==> config.mk <==
export PLATFORM = sky130hd
export DESIGN_NAME = array_linked_list_engine
export DESIGN_NICKNAME = d
export VERILOG_FILES = /design/src/rtl/all_pkg.sv /design/src/rtl/all_datapath.sv /design/src/rtl/all_ctrl.sv /design/src/rtl/array_linked_list_engine.sv
export SDC_FILE = /design/constraint.sdc
export NUM_CORES = 2
export LEC_CHECK = 0
export ABC_AREA = 1
export BUFFER_PORTS_ARGS = -buffer_cell sky130_fd_sc_hd__buf_4
export CORE_ASPECT_RATIO = 1.75
export CORE_MARGIN = 10
export CORE_UTILIZATION = 55
export DETAILED_ROUTE_END_ITERATION = 8
export PLACE_DENSITY = 0.67
export SLEW_MARGIN = 20
export SYNTH_ARGS = -nofsm -noshare
export SYNTH_HDL_FRONTEND = slang
export SYNTH_SLANG_ARGS = --single-unit
export TNS_END_PERCENT = 20
==> constraint.sdc <==
create_clock -name clk_i -period 6.5 [get_ports clk_i]
set_clock_uncertainty 0.15 [all_clocks]
set_input_delay 0.975 -clock clk_i [delete_from_list [all_inputs] [get_ports clk_i]]
set_output_delay 0.975 -clock clk_i [all_outputs]
set_load 0.01 [all_outputs]
==> src/rtl/all_pkg.sv <==
// Shared types and constants of the array linked list engine.
package all_pkg;

  localparam int MaxNodes  = 64;
  localparam int SlotBits  = 7;
  localparam int IdxBits   = 6;
  localparam int ValueBits = 32;
  localparam int TagBits   = 8;

  localparam logic [SlotBits-1:0] NoneSlot = SlotBits'(MaxNodes);

  typedef enum logic [2:0] {
    OP_APPEND     = 3'd0,
    OP_INS_BEFORE = 3'd1,
    OP_INS_AFTER  = 3'd2,
    OP_DELETE     = 3'd3,
    OP_FIND       = 3'd4,
    OP_READ       = 3'd5
  } op_e;

  typedef enum logic [1:0] {
    ST_OK       = 2'd0,
    ST_FULL     = 2'd1,
    ST_NOTFOUND = 2'd2,
    ST_BADSLOT  = 2'd3
  } status_e;

  // Controller states.
  typedef enum logic [3:0] {
    S_IDLE, S_DISPATCH, S_RDFREE, S_RDIDX, S_LINK, S_FIX, S_REREAD,
    S_WALK, S_CHECK, S_DEL, S_DELFIX, S_OK, S_ERR, S_WAIT
  } ctrl_state_e;

  // Datapath commands issued by the controller.
  typedef enum logic [3:0] {
    CMD_NONE,
    CMD_LATCH,      // capture the input beat
    CMD_RD_CUR,     // read node at cursor
    CMD_RD_IDX,     // read node at index
    CMD_RD_FREE,    // read forward link of free head
    CMD_APPEND,     // link new node at tail
    CMD_INS_B,      // link new node before index
    CMD_INS_A,      // link new node after index
    CMD_INS_FIX,    // fix neighbor of inserted node
    CMD_DEL,        // unlink node at cursor, first half
    CMD_DEL_FIX,    // unlink second half; node freed on result
    CMD_STEP,       // advance cursor
    CMD_RESULT      // emit result
  } cmd_e;

  typedef struct packed {
    cmd_e    cmd;
    status_e status;
    logic    use_node;
  } all_ctl_t;

  typedef struct packed {
    logic [2:0] op;
    logic       idx_ok;
    logic       free_ok;
    logic       cur_none;
    logic       match;
  } all_sts_t;

endpackage

==> src/rtl/all_datapath.sv <==
// Node memories, list registers and result register of the list engine.
module all_datapath (
  input  logic                            clk_i,
  input  logic                            rst_ni,
  input  logic [2:0]                      op_i,
  input  logic [all_pkg::ValueBits-1:0]   item_value_i,
  input  logic [all_pkg::TagBits-1:0]     type_tag_i,
  input  logic [all_pkg::IdxBits-1:0]     slot_i,
  input  all_pkg::all_ctl_t               ctl_i,
  output all_pkg::all_sts_t               sts_o,
  output logic                            done_o,
  output logic [1:0]                      status_o,
  output logic [all_pkg::SlotBits-1:0]    result_slot_o,
  output logic [all_pkg::ValueBits-1:0]   result_value_o,
  output logic [all_pkg::TagBits-1:0]     result_tag_o,
  output logic [all_pkg::SlotBits-1:0]    next_slot_o,
  output logic [all_pkg::SlotBits-1:0]    prev_slot_o,
  output logic [all_pkg::SlotBits-1:0]    count_o,
  output logic [all_pkg::SlotBits-1:0]    head_slot_o,
  output logic [all_pkg::SlotBits-1:0]    tail_slot_o
);
  localparam int SB = all_pkg::SlotBits;
  localparam int IB = all_pkg::IdxBits;
  localparam logic [SB-1:0] NONE = all_pkg::NoneSlot;

  // Node stores; forward links reset to a free chain via valid bits.
  logic [all_pkg::ValueBits-1:0] val_mem [all_pkg::MaxNodes];
  logic [all_pkg::TagBits-1:0]   tag_mem [all_pkg::MaxNodes];
  logic [SB-1:0]                 fwd_mem [all_pkg::MaxNodes];
  logic [SB-1:0]                 bwd_mem [all_pkg::MaxNodes];
  logic [all_pkg::MaxNodes-1:0]  fwd_vld_q, in_use_q;

  logic [2:0]                    op_q;
  logic [all_pkg::ValueBits-1:0] val_q;
  logic [all_pkg::TagBits-1:0]   tag_q;
  logic [IB-1:0]                 idx_q;
  logic [SB-1:0] head_q, tail_q, free_q, cnt_q, cur_q, new_q, nbr_q;
  // Registered read of the addressed node: cursor, index or free head.
  logic [all_pkg::ValueBits-1:0] rd_val_q;
  logic [all_pkg::TagBits-1:0]   rd_tag_q;
  logic [SB-1:0]                 rd_fwd_q, rd_bwd_q, free_nxt_q;

  // Registered result outputs.
  logic                          done_q;
  logic [1:0]                    st_q;
  logic [SB-1:0] rs_q, rn_q, rp_q;
  logic [all_pkg::ValueBits-1:0] rv_q;
  logic [all_pkg::TagBits-1:0]   rt_q;

  // Read address selection.
  logic [IB-1:0] ra;
  always_comb begin
    case (ctl_i.cmd)
      all_pkg::CMD_RD_IDX:  ra = idx_q;
      all_pkg::CMD_RD_FREE: ra = free_q[IB-1:0];
      default:              ra = cur_q[IB-1:0];
    endcase
  end

  // Report status to the controller.
  always_comb begin
    sts_o.op       = op_q;
    sts_o.idx_ok   = in_use_q[idx_q];
    sts_o.free_ok  = (free_q != NONE);
    sts_o.cur_none = (cur_q == NONE);
    sts_o.match    = (rd_val_q == val_q);
  end

  // Memory port: one write, registered read.
  always_ff @(posedge clk_i) begin
    if (ctl_i.cmd == all_pkg::CMD_RD_CUR || ctl_i.cmd == all_pkg::CMD_RD_IDX ||
        ctl_i.cmd == all_pkg::CMD_RD_FREE) begin
      rd_val_q <= val_mem[ra];
      rd_tag_q <= tag_mem[ra];
      rd_fwd_q <= fwd_vld_q[ra] ? fwd_mem[ra] : SB'({1'b0, ra} + 1'b1);
      rd_bwd_q <= bwd_mem[ra];
    end
    if (ctl_i.cmd == all_pkg::CMD_RD_FREE)
      free_nxt_q <= fwd_vld_q[ra] ? fwd_mem[ra] : SB'({1'b0, ra} + 1'b1);
    case (ctl_i.cmd)
      all_pkg::CMD_APPEND: begin
        val_mem[free_q[IB-1:0]] <= val_q;
        tag_mem[free_q[IB-1:0]] <= tag_q;
        fwd_mem[free_q[IB-1:0]] <= NONE;
        bwd_mem[free_q[IB-1:0]] <= tail_q;
      end
      all_pkg::CMD_INS_B: begin
        val_mem[free_q[IB-1:0]] <= val_q;
        tag_mem[free_q[IB-1:0]] <= tag_q;
        fwd_mem[free_q[IB-1:0]] <= {1'b0, idx_q};
        bwd_mem[free_q[IB-1:0]] <= rd_bwd_q;
      end
      all_pkg::CMD_INS_A: begin
        val_mem[free_q[IB-1:0]] <= val_q;
        tag_mem[free_q[IB-1:0]] <= tag_q;
        fwd_mem[free_q[IB-1:0]] <= rd_fwd_q;
        bwd_mem[free_q[IB-1:0]] <= {1'b0, idx_q};
      end
      all_pkg::CMD_INS_FIX: begin
        // link neighbor: before -> prev.fwd, after -> next.bwd, append -> old tail.fwd
        if (op_q == all_pkg::OP_INS_BEFORE) begin
          if (nbr_q != NONE) fwd_mem[nbr_q[IB-1:0]] <= new_q;
        end else if (op_q == all_pkg::OP_INS_AFTER) begin
          if (nbr_q != NONE) bwd_mem[nbr_q[IB-1:0]] <= new_q;
        end else if (nbr_q != NONE) begin
          fwd_mem[nbr_q[IB-1:0]] <= new_q;
        end
      end
      all_pkg::CMD_DEL: begin
        if (rd_bwd_q != NONE) fwd_mem[rd_bwd_q[IB-1:0]] <= rd_fwd_q;
      end
      all_pkg::CMD_DEL_FIX: begin
        if (rd_fwd_q != NONE) bwd_mem[rd_fwd_q[IB-1:0]] <= rd_bwd_q;
      end
      all_pkg::CMD_RESULT: begin
        if (op_q == all_pkg::OP_DELETE && ctl_i.status == all_pkg::ST_OK)
          fwd_mem[cur_q[IB-1:0]] <= free_q;
        else if (op_q == all_pkg::OP_INS_BEFORE && ctl_i.status == all_pkg::ST_OK)
          bwd_mem[idx_q] <= new_q;
        else if (op_q == all_pkg::OP_INS_AFTER && ctl_i.status == all_pkg::ST_OK)
          fwd_mem[idx_q] <= new_q;
      end
      default: ;
    endcase
  end

  // Payload capture and result staging.
  always_ff @(posedge clk_i) begin
    if (ctl_i.cmd == all_pkg::CMD_LATCH) begin
      op_q  <= op_i;
      val_q <= item_value_i;
      tag_q <= type_tag_i;
      idx_q <= slot_i;
    end
    if (ctl_i.cmd == all_pkg::CMD_APPEND || ctl_i.cmd == all_pkg::CMD_INS_B ||
        ctl_i.cmd == all_pkg::CMD_INS_A) begin
      new_q <= free_q;
      // hold the neighbor to patch: old prev, old next or old tail
      if (ctl_i.cmd == all_pkg::CMD_INS_B)      nbr_q <= rd_bwd_q;
      else if (ctl_i.cmd == all_pkg::CMD_INS_A) nbr_q <= rd_fwd_q;
      else                                      nbr_q <= tail_q;
    end
    if (ctl_i.cmd == all_pkg::CMD_RESULT) begin
      st_q <= ctl_i.status;
      if (ctl_i.use_node) begin
        rs_q <= (op_q == all_pkg::OP_APPEND || op_q == all_pkg::OP_INS_BEFORE ||
                 op_q == all_pkg::OP_INS_AFTER) ? new_q : cur_q;
        rv_q <= rd_val_q;
        rt_q <= rd_tag_q;
        rn_q <= rd_fwd_q;
        rp_q <= rd_bwd_q;
      end else begin
        rs_q <= NONE;
        rv_q <= '0;
        rt_q <= '0;
        rn_q <= NONE;
        rp_q <= NONE;
      end
    end
  end

  // List registers and cursor.
  always_ff @(posedge clk_i or negedge rst_ni) begin
    if (!rst_ni) begin
      fwd_vld_q <= '0;
      in_use_q  <= '0;
      head_q    <= NONE;
      tail_q    <= NONE;
      free_q    <= '0;
      cnt_q     <= '0;
      cur_q     <= NONE;
      done_q    <= 1'b0;
    end else begin
      done_q <= (ctl_i.cmd == all_pkg::CMD_RESULT);
      case (ctl_i.cmd)
        all_pkg::CMD_LATCH:  cur_q <= (op_i == all_pkg::OP_READ) ? {1'b0, slot_i} : head_q;
        all_pkg::CMD_STEP:   cur_q <= rd_fwd_q;
        all_pkg::CMD_APPEND, all_pkg::CMD_INS_B, all_pkg::CMD_INS_A: begin
          fwd_vld_q[free_q[IB-1:0]] <= 1'b1;
          in_use_q[free_q[IB-1:0]]  <= 1'b1;
          free_q <= free_nxt_q;
          cnt_q  <= cnt_q + 1'b1;
          cur_q  <= free_q;
          if (ctl_i.cmd == all_pkg::CMD_APPEND) begin
            if (tail_q == NONE) head_q <= free_q;
            tail_q <= free_q;
          end else if (ctl_i.cmd == all_pkg::CMD_INS_B) begin
            if (rd_bwd_q == NONE) head_q <= free_q;
          end else begin
            if (rd_fwd_q == NONE) tail_q <= free_q;
          end
        end
        all_pkg::CMD_DEL: begin
          if (rd_bwd_q == NONE) head_q <= rd_fwd_q;
          if (rd_fwd_q == NONE) tail_q <= rd_bwd_q;
          if (cnt_q != '0) cnt_q <= cnt_q - 1'b1;
          in_use_q[cur_q[IB-1:0]] <= 1'b0;
        end
        all_pkg::CMD_RESULT: begin
          if (op_q == all_pkg::OP_DELETE && ctl_i.status == all_pkg::ST_OK) begin
            free_q <= cur_q;
            fwd_vld_q[cur_q[IB-1:0]] <= 1'b1;
          end
        end
        default: ;
      endcase
    end
  end

  assign done_o         = done_q;
  assign status_o       = st_q;
  assign result_slot_o  = rs_q;
  assign result_value_o = rv_q;
  assign result_tag_o   = rt_q;
  assign next_slot_o    = rn_q;
  assign prev_slot_o    = rp_q;
  assign count_o        = cnt_q;
  assign head_slot_o    = head_q;
  assign tail_slot_o    = tail_q;
endmodule

==> src/rtl/all_ctrl.sv <==
// Controller state machine sequencing one operation of the list engine.
module all_ctrl (
  input  logic              clk_i,
  input  logic              rst_ni,
  input  logic              start_i,
  input  logic              done_i,
  output logic              busy_o,
  input  all_pkg::all_sts_t sts_i,
  output all_pkg::all_ctl_t ctl_o
);
  all_pkg::ctrl_state_e state_q, state_d;
  all_pkg::status_e err_q, err_d;

  always_ff @(posedge clk_i or negedge rst_ni) begin
    if (!rst_ni) begin
      state_q <= all_pkg::S_IDLE;
      err_q   <= all_pkg::ST_OK;
    end else begin
      state_q <= state_d;
      err_q   <= err_d;
    end
  end

  // Next state and commands.
  always_comb begin
    state_d      = state_q;
    err_d        = err_q;
    ctl_o.cmd    = all_pkg::CMD_NONE;
    ctl_o.status = all_pkg::ST_OK;
    ctl_o.use_node = 1'b0;
    busy_o       = (state_q != all_pkg::S_IDLE);
    case (state_q)
      all_pkg::S_IDLE: begin
        if (start_i) begin
          ctl_o.cmd = all_pkg::CMD_LATCH;
          state_d   = all_pkg::S_DISPATCH;
        end
      end
      all_pkg::S_DISPATCH: begin
        case (sts_i.op)
          all_pkg::OP_APPEND: begin
            if (sts_i.free_ok) begin
              ctl_o.cmd = all_pkg::CMD_RD_FREE;
              state_d   = all_pkg::S_LINK;
            end else begin
              err_d = all_pkg::ST_FULL; state_d = all_pkg::S_ERR;
            end
          end
          all_pkg::OP_INS_BEFORE, all_pkg::OP_INS_AFTER: begin
            if (!sts_i.idx_ok) begin
              err_d = all_pkg::ST_BADSLOT; state_d = all_pkg::S_ERR;
            end else if (!sts_i.free_ok) begin
              err_d = all_pkg::ST_FULL; state_d = all_pkg::S_ERR;
            end else begin
              ctl_o.cmd = all_pkg::CMD_RD_FREE;
              state_d   = all_pkg::S_RDIDX;
            end
          end
          all_pkg::OP_DELETE, all_pkg::OP_FIND: state_d = all_pkg::S_WALK;
          all_pkg::OP_READ: begin
            if (sts_i.idx_ok) begin
              ctl_o.cmd = all_pkg::CMD_RD_IDX; state_d = all_pkg::S_OK;
            end else begin
              err_d = all_pkg::ST_BADSLOT; state_d = all_pkg::S_ERR;
            end
          end
          default: begin
            err_d = all_pkg::ST_OK; state_d = all_pkg::S_ERR;
          end
        endcase
      end
      all_pkg::S_RDIDX: begin
        ctl_o.cmd = all_pkg::CMD_RD_IDX; state_d = all_pkg::S_LINK;
      end
      all_pkg::S_LINK: begin
        case (sts_i.op)
          all_pkg::OP_APPEND:     ctl_o.cmd = all_pkg::CMD_APPEND;
          all_pkg::OP_INS_BEFORE: ctl_o.cmd = all_pkg::CMD_INS_B;
          default:                ctl_o.cmd = all_pkg::CMD_INS_A;
        endcase
        state_d = all_pkg::S_FIX;
      end
      all_pkg::S_FIX: begin
        ctl_o.cmd = all_pkg::CMD_INS_FIX; state_d = all_pkg::S_REREAD;
      end
      all_pkg::S_REREAD: begin
        ctl_o.cmd = all_pkg::CMD_RD_CUR; state_d = all_pkg::S_OK;
      end
      // Walk from head: read, then compare.
      all_pkg::S_WALK: begin
        if (sts_i.cur_none) begin
          err_d = all_pkg::ST_NOTFOUND; state_d = all_pkg::S_ERR;
        end else begin
          ctl_o.cmd = all_pkg::CMD_RD_CUR; state_d = all_pkg::S_CHECK;
        end
      end
      all_pkg::S_CHECK: begin
        if (sts_i.match) begin
          state_d = (sts_i.op == all_pkg::OP_DELETE) ? all_pkg::S_DEL : all_pkg::S_OK;
        end else begin
          ctl_o.cmd = all_pkg::CMD_STEP; state_d = all_pkg::S_WALK;
        end
      end
      all_pkg::S_DEL: begin
        ctl_o.cmd = all_pkg::CMD_DEL; state_d = all_pkg::S_DELFIX;
      end
      all_pkg::S_DELFIX: begin
        ctl_o.cmd = all_pkg::CMD_DEL_FIX; state_d = all_pkg::S_OK;
      end
      all_pkg::S_OK: begin
        ctl_o.cmd = all_pkg::CMD_RESULT; ctl_o.use_node = 1'b1;
        state_d = all_pkg::S_WAIT;
      end
      all_pkg::S_ERR: begin
        ctl_o.cmd = all_pkg::CMD_RESULT; ctl_o.status = err_q;
        state_d = all_pkg::S_WAIT;
      end
      all_pkg::S_WAIT: begin
        if (done_i) state_d = all_pkg::S_IDLE;
      end
      default: state_d = all_pkg::S_IDLE;
    endcase
  end
endmodule

==> src/rtl/array_linked_list_engine.sv <==
// Top level of the array linked list engine.
// One operation at a time: raise start while busy is low and the command is
// taken at that clock edge; the result appears for exactly one cycle with
// result_valid_o high and cannot be stalled. Find and delete walk the list
// from the head, and the single node-memory read port makes every list step
// a read state followed by a compare state. count, head and tail always
// show the list as it stands after the operation.
module array_linked_list_engine (
  input  logic                          clk_i,
  input  logic                          rst_ni,
  input  logic                          start,
  output logic                          busy,
  input  logic [2:0]                    op_i,
  input  logic [all_pkg::ValueBits-1:0] item_value_i,
  input  logic [all_pkg::TagBits-1:0]   type_tag_i,
  input  logic [all_pkg::IdxBits-1:0]   slot_i,
  output logic                          result_valid_o,
  output logic [1:0]                    status_o,
  output logic [all_pkg::SlotBits-1:0]  result_slot_o,
  output logic [all_pkg::ValueBits-1:0] result_value_o,
  output logic [all_pkg::TagBits-1:0]   result_tag_o,
  output logic [all_pkg::SlotBits-1:0]  next_slot_o,
  output logic [all_pkg::SlotBits-1:0]  prev_slot_o,
  output logic [all_pkg::SlotBits-1:0]  count_o,
  output logic [all_pkg::SlotBits-1:0]  head_slot_o,
  output logic [all_pkg::SlotBits-1:0]  tail_slot_o
);
  all_pkg::all_ctl_t ctl;
  all_pkg::all_sts_t sts;
  logic done;

  all_ctrl u_ctrl (
    .clk_i, .rst_ni, .start_i(start), .done_i(done), .busy_o(busy),
    .sts_i(sts), .ctl_o(ctl)
  );

  all_datapath u_dp (
    .clk_i, .rst_ni, .op_i, .item_value_i, .type_tag_i, .slot_i,
    .ctl_i(ctl), .sts_o(sts), .done_o(done),
    .status_o, .result_slot_o, .result_value_o, .result_tag_o,
    .next_slot_o, .prev_slot_o, .count_o, .head_slot_o, .tail_slot_o
  );

  assign result_valid_o = done;
endmodule

After elaboration in Yosys (flattened, before gate mapping). Memories as Yosys holds them, arrays and structs flattened. A register that Yosys moved wholly into a read port is not among the register bits. Cells that the tools add are included.

Add/subtract/negate cells: 3. Multiply operators: 0. Divide/modulo/power cells: 0. Magnitude comparators: 6. Equality and inequality tests: 53. Shift operators: 0. Mux-type cells: 127. Bitwise logic cells: 14. Reductions and logical operators: 38.

Operator list (number): 64-bit case mux with 2 select lines (2); 7-bit two-way mux (28); 64-bit bitwise OR (3); 4-bit case mux with 11 select lines (2); 64-bit bitwise AND (1); 32-bit two-way mux (2); 64-bit two-way mux (1); 64-bit inverter (1); 7-bit case mux with 2 select lines (4); 1-bit two-way mux (49); 7-bit OR reduction (7); 4-bit equality test, second input constant (11); 6-bit two-way mux (7); 32-bit equality test (1); 4-bit by 3-bit equality test with 1-bit output, second input constant (8); 4-bit two-way mux (8); 7-bit equality test, second input constant (4); 6-bit by 7-bit less-than comparator with 1-bit output, second input constant (4); 7-bit inequality test, second input constant (4); 7-bit case mux with 3 select lines (1); 2-bit two-way mux (8); 8-bit two-way mux (2); 4-bit case mux with 4 select lines (1); 1-bit binary-select mux with 6-bit select (2); 35 further kinds (80).

Register bits: 310. Latch bits: 0. Memory bits (writable): 3456. ROM bits: 0. Input bits: 52. Output and inout port bits: 86. Memories: 4.

Memories: u_dp.val_mem (words 64, width 32, rd ports 1, clocked after Yosys merged registers in 1, wr ports 1, line all_datapath.sv:27) `logic [all_pkg::ValueBits-1:0] val_mem [all_pkg::MaxNodes];`; u_dp.tag_mem (words 64, width 8, rd ports 1, clocked after Yosys merged registers in 1, wr ports 1, line all_datapath.sv:28) `logic [all_pkg::TagBits-1:0] tag_mem [all_pkg::MaxNodes];`; u_dp.bwd_mem (words 64, width 7, rd ports 1, clocked after Yosys merged registers in 1, wr ports 1, line all_datapath.sv:30) `logic [SB-1:0] bwd_mem [all_pkg::MaxNodes];`; u_dp.fwd_mem (words 64, width 7, rd ports 1, clocked after Yosys merged registers in 0, wr ports 1, line all_datapath.sv:29) `logic [SB-1:0] fwd_mem [all_pkg::MaxNodes];`.

Depth between registers and ports, before layout.
Word-level depth: 14. Depth in mapped cells: 32.

Hierarchy. A second synthesis with hierarchy kept.

Cell total of the unflattened synthesis: 13630. Area, all modules: 158444.5 sq um.

Modules (own cells, without submodules): all_datapath (instances 1, cells each 13507, area each 157785.1 sq um, seq. area each 113502.6 sq um); all_ctrl (instances 1, cells each 123, area each 659.4 sq um, seq. area each 150.1 sq um).

Worst setup path after synthesis. Ideal clock, no wire load.

Path kind: register to register. Start: register u_dp.val_q[12] (netlist bit). End: memory u_dp.bwd_mem[0][2] (netlist bit), data pin. Setup time: 564 ps. Arrival time: 4954 ps. Required time: 5786 ps. Slack: 831 ps. Cell stages (with the launch flop): 17. Buffers on the path: 1. Cell sequence: edfxtp_1 xnor2_1 o211ai_1 nor4_1 nand3_1 nand2_1 nand2_1 nor2_1 nand3_1 nand3_1 nor2_1 nor3_1 clkbuf_1 nand2_1 nand3_1 o21ai_0 a22oi_1.

Word-level cells in the longest chain between the ends: 11.

RTL lines: start, declared (line all_datapath.sv:34) `logic [all_pkg::ValueBits-1:0] val_q;`; start signal, assigned (line all_datapath.sv:131) `val_q <= item_value_i;`; 32-bit equality test (*) (line all_datapath.sv:66) `sts_o.match = (rd_val_q == val_q);`; 4-bit two-way mux (*) (line all_ctrl.sv:98) `if (sts_i.match) begin`; 4-bit case mux with 11 select lines (*) (line all_ctrl.sv:32) `case (state_q)`; 4-bit by 3-bit equality test with 1-bit output (line all_datapath.sv:80) `case (ctl_i.cmd)`; 1-bit two-way mux (line all_datapath.sv:80); 1-bit two-way mux (not written as such) (line all_datapath.sv:91) `bwd_mem[free_q[IB-1:0]] <= rd_bwd_q;`; 7-bit two-way mux (no line) (4 in series); 7-bit two-way mux (no line) (*); end, declared (line all_datapath.sv:30).

Mark *: on every way between the ends. The rest lies on a longest branch, timed or not.

Worst setup path after layout.
Start: register u_dp.idx_q[0]. End: register u_dp.rd_tag_q[2] (netlist bit), read port of u_dp.tag_mem, data pin.

Word-level cells in the longest chain between the ends: 8.

RTL lines: start, declared (line all_datapath.sv:36) `logic [IB-1:0] idx_q;`; start signal, assigned (line all_datapath.sv:133) `idx_q <= slot_i;`; branches (longest 8 deep; another with 4-bit case mux with 11 select lines); end, declared (line all_datapath.sv:40) `logic [all_pkg::TagBits-1:0] rd_tag_q;`.

Several ways; the timed one is not identified. The select of a mux whose other input is x is not followed. A chain may end at the register's enable or synchronous reset.

==> impl_results.md <==
- Status: completed
- Pin count of the biggest net entering global routing: 198
- Vias per inst: 6.283
- Final Core Density: 61.40%
- Top post-synthesis cells by area: edfxtp_1 69%, nand2_1 4.8%, nand3_1 4.6%
- Global-route wire length before repair: 710.1 mm
- Routability Congestion: 0.9557
- FF-to-FF Start: u_dp.idx_q[0]
- Clk_lat worst skew: 920 ps
- Slew Limit Fails: 0
- Hold path start: item_value_i[18]
- DP Worst Slack: 1029 ps
- Vias in the first global route: 104700
- Power Dens Cells: 509.9 nW/µm²
- Iter 0 DRT Violations: 13620
- Overall Global Routing Usage: 30.91%
- Clock slew at reported path FFs: 70 ps
- Final setup viols: 0
- CP Launch Point: u_dp.idx_q[0]
- Final hold vios: 0
- Post-CTS Hold Fix Bufs: 1
- Hpwl dp: 286.1 mm
- Min Tclk post-route: 5657 ps
- CP Capture Type: flop
- Share of post-route cells with drive strength above 1: 9.830%
- Critical path type: flop to flop
- Post-synth cell types: 59
- Share of the synthesized area in the top cell type: 69.08%
- DIE WIDTH: 425.6 µm
- Worst Hold Class: input port to flop
- Seq cells post-synth: 3813
- Leakage power: 0.06072 µW
- IO Pins: 138
- VDD IR max: 0.0004856 V
- CTS sink cnt: 3813
- Startpoint types: flop
- Total gr overflow: 0
- Initial core utilization: 55.26%
- Critical path fanouts, max: 87
- Port-buffer cells: 137
- Synth Instances: 13190
- MaxCap Viol Count: 0
- DRT Wirelength: 493.7 mm
- Syn_area_per_cell: 12.01 µm²
- CP required: 7090 ps
- Resize count post-CTS: 0
- Initial antenna violation count: 20
- Number of CTS-inserted buffers: 337
- Core area: 286600 µm²
- Clk root buf: clkbuf_16
- Yosys warns: 0
- Clock Path Buffers: 4
- RSZ-0062 raised after global routing: false
- Largest area contributor in the synthesized netlist: edfxtp_1
- Antenna-violating nets left: 0
- Final WS setup: 843.1 ps
- Sequential fraction of the synthesis area: 71.76%
- Slew HR: 21.46%
- DR pass1 iterations: 8
- Setup Buffers After CTS: 0
- DRC violations left: 0
- CTS tree: done
- Die Y: 729.9 µm
- Fin cells: 17290
- Synthesized net count: 13250
- Worst-Margin Slew: 1175 ps
- Final #Nets: 13280
- FMAX: 0.1768 GHz
- Vias post-DR: 108600
- Final period utilization: 87.03%
- Die area: 310700 µm²
- Area growth from synthesis to layout: 11.12%
- CP Data Arrival Time: 6250 ps
- Routed len/inst: 28.56 µm
- Cell total after placement: 16680
- Syn Std Cell Area: 158400 µm²
- Final TNS setup: 0 ps
- Row Count: 260
- Max H-tree Level: 5
-- report_power, final --
group          total (µW)  switching, µW  internal [µW]  leakage (µW)
clock network       20300           8980          11300       0.00534
logic               38100          27500          10600        0.0204
registers           31300           1160          30100        0.0350
-- layout by cell type (no fill, tap or decap), types with 13 or more instances in the layout --
cell,instances
buf_4,458
nand3_1,1449
nand4_1,29
o211ai_1,609
nand3b_1,142
edfxtp_1,3643
clkbuf_16,344
inv_6,13
a32o_1,43
nor2_1,1610
nor2_4,66
nor3_1,84
clkinv_1,73
dfrtp_1,167
bufinv_16,40
or2_0,114
o21ai_1,85
o21bai_1,106
or2_1,26
inv_1,550
o21ai_0,1054
o2111ai_1,23
o22ai_1,37
clkinv_2,68
clkbuf_1,53
clkinvlp_4,15
buf_12,90
a21oi_1,157
or2_2,147
xnor2_1,24
nand2_1,2020
-- state kept, by name, summed over array words and instances (netlist names), 8 cells and up --
register,count
u_dp.val_mem,2048
u_dp.rd_val_q,32
u_dp.bwd_mem,448
u_dp.in_use_q,64
u_dp.tag_q,8
u_dp.fwd_vld_q,64
u_dp.result_tag_o,8
u_dp.val_q,32
u_dp.tag_mem,512
u_dp.rd_tag_q,8
u_dp.fwd_mem,448
u_dp.result_value_o,32
-- metal layers --
| metal | wire length [µm] | global-route usage [%] | vias to the layer above |
|---|---|---|---|
| li1 | - | - | 47170 |
| met4 | 33570 | 17.71 | 6 |
| met2 | 238800 | 51.03 | 6261 |
| met1 | 174400 | 38.74 | 53670 |
| met5 | 34 | 0 | - |
| met3 | 46880 | 4.976 | 1503 |
-- final cells by class --
class / count / area, µm²
antenna: 9 / 22.52
clock buffer: 398 / 8821
clock inverter: 201 / 2095
fill: 21950 / 110600
inverter: 588 / 2258
multi-input combinational: 7929 / 39120
sequential: 3813 / 113700
tap: 3799 / 4753
timing repair buffer: 550 / 5261
-- synthesized netlist by cell type (all sizes together) --
cell and n:
edfxtp 3643, nand2 2029, nor2 1678, nand3 1455
o21ai 1139, o211ai 609, inv 572, buf 494
clkbuf 365, or2 287, dfrtp 167, a21oi 162
nand3b 142, o21bai 106, nor3 87, a32o 43
o22ai 37, nand4 29, o2111ai 29, xnor2 24
clkinv 16, mux2 12, a31oi 9, nor4 9
a22oi 8, ha 6, o221ai 5, xor2 5
o31ai 4, dfstp 3, o21a 3, a21o 2
a2111oi 1, a211oi 1, a21boi 1, a22o 1
a32oi 1, fa 1, nor3b 1, o41ai 1
or3 1, or4 1
-- worst paths after layout --
check	to	slack, ps	cells past startpoint
max	u_dp.rd_tag_q[2]	840	27
min	u_dp.val_q[18]	80	1
max reg2reg	u_dp.rd_tag_q[2]	840	27
min reg2reg	u_dp.fwd_vld_q[31]	310	2
max in group asynchronous	u_dp.in_use_q[19]	4490	3
min in group asynchronous	u_dp.head_slot_o[4]	390	2
-- metrics by stage --
stage                     power (µW)  hold slack, ps  instance area (µm²)
after detailed placement       69210           294.7               165000
after floorplan                54890           269.6               158400
after CTS                      89300           34.08               175900
final                          89740           82.76               176000
after global placement         68470           289.7               165000
after global routing           93830           54.12               176000
-- kinds of logic (layout without fill, tap and decap cells) --
logic type	count (synthesis)	count (layout)	share of synthesized area, %
mux	12	12	0.08533
buf+inv	1447	1737	3.991
flops	3813	3813	71.76
other cells	0	9	0
compound gates	2162	2162	8.269
fa+ha+maj	7	7	0.06004
simple gates	5719	5719	15.67
xor+xnor	29	29	0.1604
-- critical path: stages (launching register included) --
cell	delay [ps]
edfxtp_1	840
buf_4	380
nand2_1	80
nand3_1	100
nand3_1	90
nand2_1	90
nand2_1	50
nand3_1	110
nand3_1	100
nand2_2	280
nand3_2	110
nand2_2	130
inv_2	120
nand3_4	150
nand2_8	190
inv_8	560
buf_12	440
buf_12	260
nor2_1	60
nor2_1	80
o21ai_0	100
nand3_1	120
nand3_1	100
nand2_1	110
nand2_1	60
nand2_1	140
inv_1	150
nand2_1	150
(Power assumes the default switching activity.)
